<file path="src/assert_macros.svh">
// assertion macros used by the top-level rtl file
`ifndef ASSERT_MACROS_SVH
`define ASSERT_MACROS_SVH
`ifndef NO_ASSERTIONS
// clocked check, off while reset is low
`define SDSD_ASSERT(name, prop, msg) \
  name: assert property (@(posedge clk_i) disable iff (!rst_ni) prop) else $error(msg);
// clocked check, also live during reset
`define SDSD_ASSERT_ALWAYS(name, prop, msg) \
  name: assert property (@(posedge clk_i) prop) else $error(msg);
`else
`define SDSD_ASSERT(name, prop, msg)
`define SDSD_ASSERT_ALWAYS(name, prop, msg)
`endif
`endif

</file>
<file path="src/sdsd_pkg.sv">
// shared constants, types and segment tables of the signed decimal display driver
package sdsd_pkg;

  localparam int unsigned NUM_DIGITS_DEF = 6;
  localparam int unsigned POSITIONS      = 6;
  localparam int unsigned MAG_W          = 32;
  localparam int unsigned BIT_CNT_W      = 5;
  localparam int unsigned POS_W          = 3;
  localparam int unsigned SEG_W          = 8;
  localparam int unsigned LEN_W          = 3;
  localparam logic [SEG_W-1:0] SIGN_SEG  = 8'h04;

  typedef struct packed {
    logic             load;
    logic             check;
    logic             shift;
    logic [POS_W-1:0] pos;
  } sdsd_cmd_t;

  function automatic logic [SEG_W-1:0] digit_seg(input logic [3:0] d);
    logic [SEG_W-1:0] s;
    case (d)
      4'd0: s = 8'hFC;
      4'd1: s = 8'h60;
      4'd2: s = 8'hDB;
      4'd3: s = 8'hF3;
      4'd4: s = 8'h67;
      4'd5: s = 8'hB7;
      4'd6: s = 8'hBF;
      4'd7: s = 8'hE4;
      4'd8: s = 8'hFF;
      4'd9: s = 8'hF7;
      default: s = 8'h00;
    endcase
    return s;
  endfunction

  // letters i, n, f on positions 1..3
  function automatic logic [SEG_W-1:0] inf_main(input logic [POS_W-1:0] k);
    logic [SEG_W-1:0] s;
    case (k)
      3'd0: s = 8'h90;
      3'd1: s = 8'h6C;
      3'd2: s = 8'h8F;
      default: s = 8'h00;
    endcase
    return s;
  endfunction

  function automatic logic [SEG_W-1:0] inf_extra(input logic [POS_W-1:0] k);
    logic [SEG_W-1:0] s;
    case (k)
      3'd0: s = 8'h50;
      3'd1: s = 8'h82;
      default: s = 8'h00;
    endcase
    return s;
  endfunction

  // elaboration-time power of ten
  function automatic logic [MAG_W-1:0] pow10(input int unsigned n);
    logic [MAG_W-1:0] p;
    p = 32'd1;
    for (int unsigned i = 0; i < n; i++) begin
      p = p * 32'd10;
    end
    return p;
  endfunction

endpackage

</file>
<file path="src/sdsd_ctrl.sv">
// sequencer: load, 32 shift-add steps, then six position beats
module sdsd_ctrl (
  input  logic                            clk_i,
  input  logic                            rst_ni,
  input  logic                            start_i,
  output logic                            busy_o,
  output logic                            strobe_o,
  output logic [sdsd_pkg::POS_W-1:0]      position_o,
  output logic                            last_o,
  output sdsd_pkg::sdsd_cmd_t             cmd_o
);

  typedef enum logic [2:0] {
    ST_IDLE = 3'b001,
    ST_CONV = 3'b010,
    ST_EMIT = 3'b100
  } state_e;

  state_e                             state_q, state_d;
  logic [sdsd_pkg::BIT_CNT_W-1:0]     bit_cnt_q, bit_cnt_d;
  logic [sdsd_pkg::POS_W-1:0]         pos_q, pos_d;

  always_comb begin
    state_d   = state_q;
    bit_cnt_d = bit_cnt_q;
    pos_d     = pos_q;
    cmd_o     = '0;
    cmd_o.pos = pos_q;
    case (state_q)
      ST_IDLE: begin
        if (start_i) begin
          cmd_o.load = 1'b1;
          bit_cnt_d  = '0;
          state_d    = ST_CONV;
        end
      end
      ST_CONV: begin
        cmd_o.shift = 1'b1;
        cmd_o.check = (bit_cnt_q == '0);
        bit_cnt_d   = bit_cnt_q + 1'b1;
        if (bit_cnt_q == sdsd_pkg::BIT_CNT_W'(sdsd_pkg::MAG_W - 1)) begin
          pos_d   = '0;
          state_d = ST_EMIT;
        end
      end
      ST_EMIT: begin
        if (pos_q == sdsd_pkg::POS_W'(sdsd_pkg::POSITIONS - 1)) begin
          state_d = ST_IDLE;
        end else begin
          pos_d = pos_q + 1'b1;
        end
      end
      default: begin
        state_d = ST_IDLE;
      end
    endcase
  end

  always_ff @(posedge clk_i or negedge rst_ni) begin
    if (!rst_ni) begin
      state_q   <= ST_IDLE;
      bit_cnt_q <= '0;
      pos_q     <= '0;
    end else begin
      state_q   <= state_d;
      bit_cnt_q <= bit_cnt_d;
      pos_q     <= pos_d;
    end
  end

  assign busy_o     = (state_q != ST_IDLE);
  assign strobe_o   = (state_q == ST_EMIT);
  assign position_o = pos_q + 1'b1;
  assign last_o     = strobe_o && (pos_q == sdsd_pkg::POS_W'(sdsd_pkg::POSITIONS - 1));

endmodule

</file>
<file path="src/sdsd_dpath.sv">
// magnitude, double-dabble bcd register and segment selection
module sdsd_dpath #(
  parameter int unsigned NUM_DIGITS = sdsd_pkg::NUM_DIGITS_DEF
) (
  input  logic                            clk_i,
  input  logic signed [31:0]              value_i,
  input  sdsd_pkg::sdsd_cmd_t             cmd_i,
  output logic [sdsd_pkg::SEG_W-1:0]      main_segments_o,
  output logic [sdsd_pkg::SEG_W-1:0]      extra_segments_o
);

  localparam int unsigned LIMIT =
    (NUM_DIGITS < sdsd_pkg::POSITIONS) ? NUM_DIGITS : sdsd_pkg::POSITIONS;
  localparam int unsigned BCD_W = 4 * LIMIT;
  localparam logic [sdsd_pkg::MAG_W-1:0] OVER = sdsd_pkg::pow10(LIMIT);

  logic [sdsd_pkg::MAG_W-1:0] mag_q, raw;
  logic [BCD_W-1:0]           bcd_q, bcd_adj;
  logic                       neg_q, inf_q;
  logic [sdsd_pkg::LEN_W-1:0] len;
  logic                       hit;
  logic [3:0]                 sel_dig;

  assign raw = $unsigned(value_i);

  // add 3 to every digit of 5 or more ahead of the shift
  always_comb begin
    for (int unsigned j = 0; j < LIMIT; j++) begin
      bcd_adj[j*4 +: 4] = (bcd_q[j*4 +: 4] >= 4'd5) ? bcd_q[j*4 +: 4] + 4'd3
                                                     : bcd_q[j*4 +: 4];
    end
  end

  always_ff @(posedge clk_i) begin
    if (cmd_i.load) begin
      neg_q <= raw[sdsd_pkg::MAG_W-1];
      mag_q <= raw[sdsd_pkg::MAG_W-1] ? (~raw + 1'b1) : raw;
      bcd_q <= '0;
    end else if (cmd_i.shift) begin
      mag_q <= {mag_q[sdsd_pkg::MAG_W-2:0], 1'b0};
      bcd_q <= {bcd_adj[BCD_W-2:0], mag_q[sdsd_pkg::MAG_W-1]};
    end
    if (cmd_i.check) begin
      inf_q <= (mag_q >= OVER);
    end
  end

  // digit count: highest nonzero digit, at least one
  always_comb begin
    len = sdsd_pkg::LEN_W'(1);
    for (int unsigned j = 1; j < LIMIT; j++) begin
      if (bcd_q[j*4 +: 4] != 4'd0) begin
        len = sdsd_pkg::LEN_W'(j + 1);
      end
    end
  end

  // left-aligned digit for this position
  always_comb begin
    hit     = 1'b0;
    sel_dig = 4'd0;
    for (int unsigned j = 0; j < LIMIT; j++) begin
      if ((4'(cmd_i.pos) + 4'(j) + 4'd1) == 4'(len)) begin
        hit     = 1'b1;
        sel_dig = bcd_q[j*4 +: 4];
      end
    end
  end

  always_comb begin
    if (inf_q) begin
      main_segments_o  = sdsd_pkg::inf_main(cmd_i.pos);
      extra_segments_o = sdsd_pkg::inf_extra(cmd_i.pos);
    end else begin
      main_segments_o  = hit ? sdsd_pkg::digit_seg(sel_dig) : '0;
      extra_segments_o = (neg_q && (cmd_i.pos == '0)) ? sdsd_pkg::SIGN_SEG : '0;
    end
  end

endmodule

</file>
<file path="src/signed_decimal_segment_display.sv">
// top level of the signed decimal seven-segment display driver
//
//   channel   dir  handshake              payload
//   command   in   start_i, busy_o        value_i
//   result    out  strobe_o (no stall)    position_o, main_segments_o,
//                                         extra_segments_o, last_o
//
// a command beat is taken when start_i is high and busy_o is low
// the value loads at that edge, then the double-dabble loop shifts in all 32 magnitude bits,
// then six result beats on consecutive cycles, positions 1 to 6
// rst_ni clears only the sequencer; busy_o is low right after reset
// result beats cannot be held off, so busy_o alone throttles the sender
module signed_decimal_segment_display #(
  parameter int unsigned NUM_DIGITS = sdsd_pkg::NUM_DIGITS_DEF
) (
  input  logic                            clk_i,
  input  logic                            rst_ni,
  input  logic                            start_i,
  output logic                            busy_o,
  input  logic signed [31:0]              value_i,
  output logic                            strobe_o,
  output logic [sdsd_pkg::POS_W-1:0]      position_o,
  output logic [sdsd_pkg::SEG_W-1:0]      main_segments_o,
  output logic [sdsd_pkg::SEG_W-1:0]      extra_segments_o,
  output logic                            last_o
);

  `include "assert_macros.svh"

  // commands from the sequencer to the datapath
  sdsd_pkg::sdsd_cmd_t cmd;

  sdsd_ctrl u_ctrl (
    .clk_i      (clk_i),
    .rst_ni     (rst_ni),
    .start_i    (start_i),
    .busy_o     (busy_o),
    .strobe_o   (strobe_o),
    .position_o (position_o),
    .last_o     (last_o),
    .cmd_o      (cmd)
  );

  // magnitude and bcd digits live here; too-long values turn into i n f
  sdsd_dpath #(
    .NUM_DIGITS (NUM_DIGITS)
  ) u_dpath (
    .clk_i            (clk_i),
    .value_i          (value_i),
    .cmd_i            (cmd),
    .main_segments_o  (main_segments_o),
    .extra_segments_o (extra_segments_o)
  );

  `SDSD_ASSERT(a_strobe_busy, strobe_o |-> busy_o, "result beat while idle")
  `SDSD_ASSERT(a_first_pos, $rose(strobe_o) |-> position_o == 3'd1, "first beat not position 1")
  `SDSD_ASSERT(a_pos_step,
               (strobe_o && !last_o) |=> (strobe_o && (position_o == $past(position_o) + 3'd1)),
               "beats not consecutive")
  `SDSD_ASSERT(a_last_pos,
               last_o |-> (strobe_o && (position_o == 3'(sdsd_pkg::POSITIONS))),
               "last beat misplaced")
  `SDSD_ASSERT(a_busy_start, $rose(busy_o) |-> $past(start_i), "busy without a command beat")

endmodule
</file>
<file path="config.mk">
export PLATFORM = sky130hd
export DESIGN_NAME = signed_decimal_segment_display
export DESIGN_NICKNAME = d
export VERILOG_FILES = /design/src/sdsd_pkg.sv /design/src/sdsd_ctrl.sv /design/src/sdsd_dpath.sv /design/src/signed_decimal_segment_display.sv
export VERILOG_INCLUDE_DIRS = /design/src /design/src/src
export SDC_FILE = /design/constraint.sdc
export NUM_CORES = 1
export LEC_CHECK = 0
export BUFFER_PORTS_ARGS = -buffer_cell sky130_fd_sc_hd__buf_2
export CORE_MARGIN = 1.5
export CORE_UTILIZATION = 45
export DETAILED_ROUTE_END_ITERATION = 8
export SLEW_MARGIN = 20
export SYNTH_ARGS = -nofsm -noshare
export SYNTH_HDL_FRONTEND = slang
export SYNTH_SLANG_ARGS = --single-unit
</file>
<file path="constraint.sdc">
create_clock -name clk_i -period 4.62 [get_ports clk_i]
set_input_delay 0.693 -clock clk_i [delete_from_list [all_inputs] [get_ports clk_i]]
set_output_delay 0.693 -clock clk_i [all_outputs]
set_load 0.02 [all_outputs]
</file>
**Word level (Yosys, flattened, before mapping)**

Memories as Yosys holds them, arrays and structs flattened.
Cells that the tools add are included.

- Bits in registers: 69
- Bits in read-only memories: 128
- Input port bits: 35
- Output and inout port bits: 22
- Logic and storage cells: 112
- Memories: 1

- $add $sub $neg: 19
- Order comparisons: 7
- Equal/unequal tests: 18
- Mux-type cells: 44
- Bitwise operators: 1
- Reductions and logical operators: 15

Memories:

| memory | depth | width | read ports | clocked after memory_dff | write ports | line | text |
|---|---|---|---|---|---|---|---|
| (name not given) | 16 | 8 | 1 | 0 | 0 | sdsd_pkg.sv:22 | `case (d)` |

Operator list:

| operator | number |
|---|---|
| two-way mux 32 bit | 3 |
| two-way mux 4 bit | 11 |
| adder 32 x 1 -> 32 bit (second input constant) | 1 |
| >= comparator 32 x 20 -> 1 bit (second input constant) | 1 |
| NOT 32 bit | 1 |
| two-way mux 3 bit | 10 |
| == test 4 x 3 -> 1 bit | 6 |
| >= comparator 4 x 3 -> 1 bit (second input constant) | 6 |
| two-way mux 8 bit | 3 |
| one-hot mux 8 bit (3 select lines) | 1 |
| adder 4 x 1 -> 4 bit (second input constant) | 5 |
| adder 4 x 2 -> 4 bit (second input constant) | 5 |
| nonzero test 4 bit | 5 |
| one-hot mux 8 bit (2 select lines) | 1 |
| one-hot mux 5 bit (2 select lines) | 1 |
| one-hot mux 3 bit (3 select lines) | 1 |
| adder 3 x 2 -> 4 bit (second input constant) | 2 |
| adder 3 x 3 -> 4 bit (second input constant) | 2 |
| two-way mux 1 bit | 8 |
| == test 3 x 1 -> 1 bit (second input constant) | 2 |
| == test 3 x 2 -> 1 bit (second input constant) | 2 |
| == test 3 bit (second input constant) | 2 |
| two-way mux 2 bit | 3 |
| != test 2 bit (second input constant) | 3 |
| other kinds (15) | 19 |

**Depth between registers and ports, before layout**

Gate-level depths: netlist of the first run.
An unclocked memory read counts as a cell.

- Depth in word-level cells: 16
- Mapped depth: 15
- Gate-level depth less buffers: 13

**Modules after synthesis**

A second synthesis of the first run with hierarchy kept.

- Cell total of the unflattened synthesis: 634
- Area, all modules: 5441.5 um^2

By module, submodules not included:

| module | instances | cells an instance | area an instance (um^2) | sequential area each (um^2) |
|---|---|---|---|---|
| sdsd_dpath | 1 | 558 | 4754.6 | 1501.4 |
| sdsd_ctrl | 1 | 76 | 686.9 | 276.5 |

**Worst setup path before layout of the first run**

Ideal clock, no wire load.

- Path type: register to output
- Start: reg u_ctrl.pos_q[0] in the netlist's numbering
- End: out main_segments_o[1] in the netlist's numbering
- Data arrival time: 3857 ps
- Slack: 70 ps
- Stages on the path, launching flop included: 14
- Buffers on the path: 1
- Cell sequence: dfrtp_1 inv_1 ha_1 or4_1 o41ai_2 o21ai_1 a32oi_2 a21oi_1 o41ai_4 inv_1 ha_1 mux2_1 o211ai_1 buf_4

- Word-level cells in the longest chain between the ends: 11

Ends and longest elaborated chain:

| element | line | text |
|---|---|---|
| from (decl) | sdsd_ctrl.sv:21 | `logic [sdsd_pkg::POS_W-1:0] pos_q, pos_d;` |
| from (signal assigned) | sdsd_ctrl.sv:67 | `pos_q <= pos_d;` |
| adder 3 x 1 -> 4 bit | sdsd_dpath.sv:63 | `if ((4'(cmd_i.pos) + 4'(j) + 4'd1) == 4'(len)) begin` |
| adder 4 x 1 -> 4 bit or == test 4 x 3 -> 1 bit (tied branches) | sdsd_dpath.sv:63 |  |
| == test 4 x 3 -> 1 bit or two-way mux 4 bit (tied branches) | sdsd_dpath.sv:63 |  |
| two-way mux 4 bit (5 in a row) | sdsd_dpath.sv:63 |  |
| memory (16 x 8 bit) | -- |  |
| two-way mux 8 bit | sdsd_dpath.sv:75 | `main_segments_o = hit ? sdsd_pkg::digit_seg(sel_dig) : '0;` |
| two-way mux 8 bit * | sdsd_dpath.sv:71 | `if (inf_q) begin` |
| to (decl) | signed_decimal_segment_display.sv:23 | `output logic [sdsd_pkg::SEG_W-1:0] main_segments_o,` |

Mark *: on every way between the ends. The rest lies on a longest branch, timed or not.

**Worst setup path in the final report of the first run**

- Start: reg u_dpath.bcd_q[12]
- End: out main_segments_o[0] in the netlist's numbering

- Word-level cells in the longest chain between the ends: 14

Ends and longest elaborated chain:

| element | line | text |
|---|---|---|
| from (decl) | sdsd_dpath.sv:18 | `logic [BCD_W-1:0] bcd_q, bcd_adj;` |
| from (signal assigned) | sdsd_dpath.sv:41 | `bcd_q <= {bcd_adj[BCD_W-2:0], mag_q[sdsd_pkg::MAG_W-1]};` |
| nonzero test 4 bit | sdsd_dpath.sv:52 | `if (bcd_q[j*4 +: 4] != 4'd0) begin` |
| two-way mux 3 bit (3 in a row) | sdsd_dpath.sv:52 |  |
| == test 4 x 3 -> 1 bit | sdsd_dpath.sv:63 |  |
| two-way mux 4 bit (6 in a row) | sdsd_dpath.sv:63 |  |
| memory (16 x 8 bit) | -- |  |
| two-way mux 8 bit * | sdsd_dpath.sv:75 |  |
| two-way mux 8 bit * | sdsd_dpath.sv:71 |  |

Marks and branches as above.

==> out/results.tsv, run 1 <==
metric	value	unit
path_buf_inv	3	
dr.pass1.iters	4	
synth_edf_count	34	
cts_root_buf	clkbuf_16	
cts_hold_buf	0	
synth_area_leaders	edfxtp_1 (20%), dfxtp_1 (9.3%), ha_1 (7.5%)	
timing.final.crit_share	96.4	%
drv_cap	0	
irDropWorstVdd	0.193	mV
num_rows	38	
instances_no_fill	799	
synth_cell_types	77	
critPathArrivalTime	3.76	ns
grt_start_max_net_pins	79	
grt.overflow.total	0	
tightest_slew	0.699	ns
synthArstFlopShare	15.9	%
detail-route-antenna-nets	0	
finalSetupViolations	0	
hold_class	primary input to async pin	
synth_cells	599	
die-area	12100	um2
groute.usage.overall	21.6	%
slew_viol_final	0	
io_pins	57	
slowest_delay	0.40	ns
grt_pass1_wl	20300	um
hold_slack	0.220	ns
required	3.93	ns
power.leakage	2.51	nW
placed_cells	773	
drive_above_1_share	23.8	%
final_common_cell	nand2_1	
portBuffers	53	
cts.sinks	69	
synth_ff_type	edfxtp_1	
final_cell_mix	nand2_1 (74), o21ai_0 (70), buf_2 (51)	
fmax	0.225	GHz
yosysTopAreaCell	edfxtp_1	
place.gp.congestion	0.906	
setup_ws	0.167	ns
synth-seq-area-share	34.5	%
num-nets-final	720	
diodes	0	
cts_tree	done	
h-tree-depth	3	
clockBufferDepth	2	
clock_skew	0.0128	ns
grt_pass1_vias	4150	
path_max_fanout	5	
synthesis.area	5160	um2
die_w	110	um
powerDensity	377	nW/um2
drtIter0Drc	272	
slowest_stage	a221o_1	
outcome	completed	
hpwl	9100	um
numCtsBuffers	9	
crit_chain	inv_2 -> ha_2 -> nor3b_4 -> nand3_2 -> xnor3_1 -> o311a_1 -> o21a_1 -> a221o_1 -> o21ai_4 -> inv_1 -> ha_1 -> mux2_1 -> o211ai_1 -> buf_4	
synth_area_per_cell	8.61	um2
clk_pin_slew	0.06	ns
yosysTopAreaCellShare	19.8	%
ys_ff_latch	69	
startpoint_type	flop	
cp-end-kind	output pin	
pre_cts_ws	0.201	ns
wl_per_cell	15.7	um
finalHoldViolations	0	
die_y	110	um
core_area	11000	um2
maxSlewHeadroom	53.4	%
area_growth	18.6	%
yosysWarnings	0	
initial_core_util	46.8	%
clk_latency	0.33	ns
fin_tns_setup	0	ns
viasPerCell	5.67	
path_class	flop to output pin	
dr_total_vias	4531	
antenna_found_initial	0	
crit_family	compound AO/OA/AOI/OAI gates	
drc_errors	0	
routed_wl	12600	um
fin_crit	4.45	ns
-- routing by layer --
metal  vias up  routed length, um  global-route usage, %
met5         -                  0                      0
met3        19                502                   3.76
met1      2129               5880                   28.2
li1       2266                  -                      -
met2       117               5950                   35.8
met4         0                222                   7.61
-- path summary, 6_finish.rpt --
path / from / end / slack (ns) / depth (start not counted)
worst max-delay path: u_dpath.bcd_q[12] / main_segments_o[0] / 0.17 / 14
worst min-delay path: rst_ni / u_ctrl.bit_cnt_q[0] / 0.22 / 1
worst max register to register: u_ctrl.state_q[0] / u_dpath.mag_q[9] / 2.18 / 6
worst min register to register: u_dpath.mag_q[31] / u_dpath.bcd_q[0] / 0.49 / 2
max in group asynchronous: rst_ni / u_ctrl.state_q[0] / 4.14 / 1
min in group clk_i: u_dpath.mag_q[31] / u_dpath.bcd_q[0] / 0.49 / 2
-- metrics by stage --
stage	utilization, %	cell area (um2)	power [mW]
floorplan	-	5170	1.39
global placement	50.0	5520	1.56
detailed placement	50.0	5520	1.57
CTS	53.5	5900	2.32
global route	55.5	6120	2.46
finish	55.5	6120	2.31
-- sequential cells by signal (all words and copies together) (netlist names) --
register	cells
u_ctrl.state_q	3
u_ctrl.pos_q	3
u_dpath.inf_q	1
u_dpath.bcd_q	24
u_dpath.neg_q	1
u_ctrl.bit_cnt_q	5
u_dpath.mag_q	32
-- Yosys cell counts (all sizes together), types with 10 or more instances --
cell type and count:
xor2 31, o31ai 10, nor2 38, nand2 78
edfxtp 34, nor4 10, dfxtp 24, dfrtp 10
nand2b 11, o211ai 10, clkbuf 17, a21oi 35
o21ai 79, buf 12, inv 34, nand3 31
ha 31
-- power by group --
group	total (mW)	internal (mW)	switching [mW]
Sequential	0.994	0.898	0.0957
Clock	0.741	0.467	0.274
Combinational	0.573	0.190	0.383
-- cell type report --
class	count	area [um2]
clock buffers	12	268
clock inverters	4	53.8
fillers	1009	4910
inverters	34	130
multi-input cells	469	3310
flip-flops and latches	69	1780
well taps	140	175
repair buffers	71	405
-- timing repair --
item | 4_1_cts | 5_1_grt
pin swaps | 0 | 9
endpoints found under the hold margin | 0 | 0
buffers inserted | 3 | 7
cloned | 0 | 0
gates resized for setup | 9 | 42
endpoints found under the setup margin | 6 | 6
-- kinds of logic after synthesis --
kind of cell             synth area share, %
XOR/XNOR                                7.23
buffers and inverters                   5.41
AO/OA/AOI/OAI                           23.0
adder cells (fa/ha/maj)                 7.52
AND/OR/NAND/NOR                         21.5
flip-flops                              34.5
multiplexers                           0.824
other                                 0.0727
Power figures use the tool's default switching activity.
==> run 2, diff against run 1 <==
--- a/config.mk
+++ b/config.mk
@@ -10,6 +10,7 @@
 export CORE_MARGIN = 1.5
 export CORE_UTILIZATION = 45
 export DETAILED_ROUTE_END_ITERATION = 8
+export RECOVER_POWER = 100
 export SLEW_MARGIN = 20
 export SYNTH_ARGS = -nofsm -noshare
 export SYNTH_HDL_FRONTEND = slang
==> run 2 against run 1 <==
Effect of this change:
- the run now ends with max-capacitance violations, max-slew violations left
- sequential cell count did not move
- routed wire length rose by 0.57%
- via count rose by 0.15%
- sequential power rose by 0.4%
- clock-buffer cell count did not move
- critical path type unchanged
- highest routed layer unchanged
==> out/results.tsv, run 2 (synthesis gave the netlist of run 1 again) <==
metric	value	unit	change
required	3.93	ns	about the same
largest_reg_flops	32		unchanged
drc_errors	0		unchanged
cts_root_buf	clkbuf_16		
powerDensity	379	nW/um2	+0.51%
cp-end-kind	output pin		
hpwl	9100	um	unchanged
numCtsBuffers	9		unchanged
wl_per_cell	15.8	um	+0.57%
crit_family	compound AO/OA/AOI/OAI gates		
die_w	110	um	unchanged
crit_chain	inv_2 -> ha_2 -> nor3b_4 -> nand3_2 -> xnor3_1 -> o311a_1 -> o21a_1 -> a221o_1 -> o21ai_4 -> inv_1 -> ha_1 -> mux2_1 -> o211ai_1 -> buf_4		
initial_core_util	46.8	%	unchanged
antenna_found_initial	0		unchanged
clock_skew	0.0126	ns	-0.000163 ns
final_cell_mix	nand2_1 (75), o21ai_0 (72), buf_2 (39)		
path_class	flop to output pin		
power.leakage	2.46	nW	-2.0%
grt_pass1_wl	20300	um	unchanged
routed_wl	12600	um	+0.57%
place.gp.congestion	0.906		unchanged
slowest_stage	a221o_1		
ff_latch_area	1780	um2	unchanged
viasPerCell	5.68		+0.15%
core_area	11000	um2	unchanged
multiInputGateArea	3310	um2	about the same
cts.sinks	69		unchanged
detail-route-antenna-nets	0		unchanged
die-area	12100	um2	unchanged
finalHoldViolations	0		unchanged
violations	max-capacitance violations, max-slew violations		
clk_pin_slew	0.06	ns	about the same
grt_start_max_net_pins	79		unchanged
outcome	finished with violations		
tightest_slew	2.92	ns	+2.22 ns
placed_cells	773		unchanged
drtIter0Drc	279		+2.6%
drive_above_1_share	21.4	%	-2.4 points
fill_cells	1017		+0.79%
placed_area	5520	um2	unchanged
maxSlewHeadroom	-94.8	%	-150 points
grt_pass1_vias	4150		unchanged
dr_total_vias	4538		+0.15%
startpoint_type	flop		
groute.usage.overall	21.6	%	unchanged
irDropWorstVdd	0.193	mV	+0.11%
portBuffers	53		unchanged
path_max_fanout	5		unchanged
clk_latency	0.33	ns	about the same
design_area	6100	um2	-0.41%
grt.overflow.total	0		unchanged
fmax	0.224	GHz	-0.27%
io_pins	57		unchanged
finalSetupViolations	0		unchanged
clockBufferDepth	2		unchanged
h-tree-depth	3		unchanged
timing.final.crit_share	96.7	%	+0.26 points
instances_no_fill	799		unchanged
slew_viol_final	112		+112
regMostFlops	u_dpath.mag_q		
hold_class	primary input to async pin		
drv_cap	2		+2
reg_top3	u_dpath.mag_q x32, u_dpath.bcd_q x24, u_ctrl.bit_cnt_q x5		
critPathArrivalTime	3.77	ns	about the same
diodes	0		unchanged
fin_crit	4.47	ns	+0.0120 ns
num_rows	38		unchanged
path_buf_inv	3		unchanged
die_y	110	um	unchanged
final_common_cell	nand2_1		
cts_tree	done		
fin_tns_setup	0	ns	unchanged
num-nets-final	720		unchanged
slowest_delay	0.40	ns	about the same
area_growth	18.2	%	
cts_hold_buf	0		unchanged
dr.pass1.iters	4		unchanged
p_total	2.31	mW	about the same
## run 2: worst paths after layout
check / start / end / slack, ns / depth (start not counted)
min in group clk_i: u_dpath.mag_q[31] / u_dpath.bcd_q[0] / 0.49 / 2
max in group asynchronous: rst_ni / u_ctrl.pos_q[2] / 3.87 / 1
max reg2reg: u_ctrl.state_q[0] / u_dpath.mag_q[30] / 1.19 / 4
max: u_dpath.bcd_q[12] / main_segments_o[0] / 0.15 / 14
min reg2reg: u_dpath.mag_q[31] / u_dpath.bcd_q[0] / 0.49 / 2
min: rst_ni / u_ctrl.bit_cnt_q[0] / 0.33 / 1
## run 2: final cells by class
cell class,instances,area share [%]
sequential,69,29.2
inverter,34,2.13
clock inverter,4,0.882
tap,140,2.87
timing repair buffer,71,6.28
multi-input combinational,469,54.2
clock buffer,12,4.39
## run 2: worst reg2reg max path, delay by kind of cell (launching register included)
| family | cells | cell delay, ns |
|---|---|---|
| buffers and inverters | 1 | 2.05 |
| AOI/OAI and AO/OA | 1 | 0.40 |
| DFF | 1 | 0.37 |
| and+or+nand+nor | 2 | 0.24 |
## run 2: repair_timing
item | in CTS | in global routing
resized for setup | 9 | 42
setup buffers | 3 | 7
setup endpoints to repair | 6 | 6
pin swaps | 0 | 9
gates cloned | 0 | 0
## run 2: stage by stage
stage	hold slack [ns]	util [%]	worst slack, ns
detailed placement	0.481	50.0	0.201
floorplan	0.397	-	0.0701
finish	0.333	55.3	0.155
global route	0.376	55.3	-0.0591
CTS	0.221	53.5	0.00493
global placement	0.481	50.0	0.180
## run 2: power breakdown
part	internal, mW	switching, mW
registers	0.903	0.0949
logic	0.188	0.381
clock network	0.467	0.276
total	1.56	0.752
## run 2: layer usage
metal / global-route usage (%) / vias to the layer above / part of all wire [%]
met5: 0 / - / 0
met4: 7.61 / 0 / 2.0
met3: 3.76 / 27 / 3.8
met2: 35.8 / 116 / 47
met1: 28.2 / 2126 / 47
li1: - / 2269 / -
==> run 3, diff against run 2 <==
--- a/config.mk
+++ b/config.mk
@@ -7,11 +7,12 @@
 export NUM_CORES = 1
 export LEC_CHECK = 0
 export BUFFER_PORTS_ARGS = -buffer_cell sky130_fd_sc_hd__buf_2
+export CORE_ASPECT_RATIO = 0.9
 export CORE_MARGIN = 1.5
 export CORE_UTILIZATION = 45
 export DETAILED_ROUTE_END_ITERATION = 8
 export RECOVER_POWER = 100
-export SLEW_MARGIN = 20
 export SYNTH_ARGS = -nofsm -noshare
 export SYNTH_HDL_FRONTEND = slang
 export SYNTH_SLANG_ARGS = --single-unit
+export TNS_END_PERCENT = 100
==> run 3 against run 2 <==
Effect of this change:
- the flow still finishes with violations (max-capacitance violations, max-slew violations)
- cell count up 1.6%
- combinational power increased by 1%
- via count is 2.0% lower
- first-iteration DRC count grew 22%
- critical path depth unchanged
- register-to-register slack got worse by 0.11 ns
- sequential share of layout area is 0.52 points higher
- worst setup slack better by 0.015 ns
- maximum frequency is 0.33% higher
- clock power down 16%
- die area barely moved
- largest cell class unchanged
- highest routed layer unchanged
==> out/results.tsv, run 3 (synthesis gave the netlist of run 1 again) <==
metric	value	unit	change
groute.usage.overall	21.6	%	+0.044 points
routed_wl	12600	um	-0.14%
reg_top3	u_dpath.mag_q x32, u_dpath.bcd_q x24, u_ctrl.bit_cnt_q x5		
timing.final.crit_share	96.3	%	-0.32 points
critPathArrivalTime	3.76	ns	about the same
r2r-start	u_ctrl.state_q[0]		
outcome	finished with violations		
cp-end-kind	output pin		
met3_usage	4.81	%	+1.1 points
maxSlewHeadroom	-91.7	%	+3.0 points
grt_pass1_vias	4111		-0.94%
fin_tns_setup	0	ns	unchanged
cts.sinks	69		unchanged
area_growth	16.0	%	
clockBufferDepth	2		unchanged
die_y	105	um	-5.0%
final_cell_mix	nand2_1 (76), o21ai_0 (71), buf_2 (44)		
grt_start_max_net_pins	79		unchanged
grt_util_met2	31.8	%	-4.1 points
cts_tree	done		
powerDensity	366	nW/um2	-3.5%
final_common_cell	nand2_1		
violations	max-capacitance violations, max-slew violations		
clock_skew	0.00658	ns	-0.00606 ns
drtIter0Drc	340		+22%
initial_core_util	46.9	%	+0.17 points
drv_cap	1		-1
clk_pin_slew	0.06	ns	about the same
grt_busiest_layer	met2		
cts_root_buf	clkbuf_16		
clk_latency	0.33	ns	about the same
numCtsBuffers	9		unchanged
viasPerCell	5.48		-3.6%
num-nets-final	721		+0.14%
wl_per_cell	15.5	um	-1.7%
grt_pass1_wl	20600	um	+1.7%
antenna_found_initial	0		unchanged
irDropWorstVdd	0.225	mV	+16%
h-tree-depth	3		unchanged
core_area	11000	um2	-0.36%
tightest_slew	2.88	ns	-0.0457 ns
detail-route-antenna-nets	0		unchanged
die_w	116	um	+5.3%
portBuffers	53		unchanged
hold_class	primary input to async pin		
fmax	0.225	GHz	+0.33%
dr_total_vias	4446		-2.0%
cp-startpoint	u_dpath.bcd_q[21]		
power.leakage	2.44	nW	-0.84%
finalSetupViolations	0		unchanged
place.gp.congestion	0.922		+1.8%
path_class	flop to output pin		
num_rows	36		-5.3%
slew_viol_final	79		-29%
drive_above_1_share	20.8	%	-0.64 points
regMostFlops	u_dpath.mag_q		
path_max_fanout	6		+1
drc_errors	0		unchanged
dr.pass1.iters	5		+1
placed_area	5530	um2	+0.14%
startpoint_type	flop		
design_area	5990	um2	-1.8%
utilization	54.5	%	-0.80 points
p_total	2.19	mW	-5.2%
hpwl	9370	um	+2.9%
fin_crit	4.45	ns	-0.0146 ns
largest_reg_flops	32		unchanged
die-area	12100	um2	about the same
grt.overflow.total	0		unchanged
diodes	0		unchanged
io_pins	57		unchanged
required	3.93	ns	about the same
use_met1	31.6	%	+3.4 points
finalHoldViolations	0		unchanged
run 3: final cells by class:
class | instances | area, um2
Inverter | 34 | 135
Clock inverter | 5 | 26.3
Tap cell | 152 | 190
Multi-Input combinational cell | 469 | 3220
Timing Repair Buffer | 72 | 397
Fill cell | 1039 | 5000
Clock buffer | 11 | 243
Sequential cell | 69 | 1780
run 3: critical path, cell delays in order, from the launching register on:
cell and delay (ns):
dfxtp_1 0.34, inv_1 0.12, ha_4 0.17, or3b_4 0.45, a211oi_4 0.30, buf_4 0.17, nor4_1 0.05, o22a_1 0.27
and2_1 0.20, o41ai_4 0.38, inv_2 0.09, ha_1 0.18, mux2_1 0.28, o211ai_1 0.22, buf_4 0.18
run 3: through the flow:
stage          hold WS (ns)  instances  setup slack (ns)
2_1_floorplan         0.397        601            0.0701
3_3_place_gp          0.486        784             0.371
3_5_place_dp          0.506        784             0.274
4_1_cts               0.219        800          0.000119
5_1_grt               0.386        812          -0.00585
6_report              0.332        812             0.169
run 3: path summary, 6_finish.rpt:
check,depth (start not counted),slack [ns],endpoint
min in group clk_i,2,0.51,u_dpath.bcd_q[20]
max,14,0.17,main_segments_o[0]
max in group asynchronous,1,3.87,u_ctrl.pos_q[1]
min reg2reg,2,0.51,u_dpath.bcd_q[20]
max reg2reg,4,1.08,u_dpath.mag_q[2]
min,1,0.33,u_ctrl.bit_cnt_q[3]
run 3: where the power goes:
group          switching (mW)  internal (mW)  total [mW]  leakage (nW)
Combinational           0.387          0.190       0.577          1.65
Sequential             0.0912          0.898       0.989         0.661
Clock                   0.250          0.373       0.623         0.133
Total                   0.729           1.46        2.19          2.44
run 3: layer usage:
metal  routed length (um)  vias up
li1                     -     2266
met2                 5500       99
met1                 6350     2063
met5                    0        -
met4                  189        0
met3                  574       18
run 3: what timing repair did:
item | 4_1_cts | 5_1_grt
endpoints found under the hold margin | 0 | 0
setup endpoints to repair | 4 | 8
hold buffers | 0 | 0
resized for setup | 5 | 28
buffers inserted | 0 | 12
pin swaps | 0 | 5
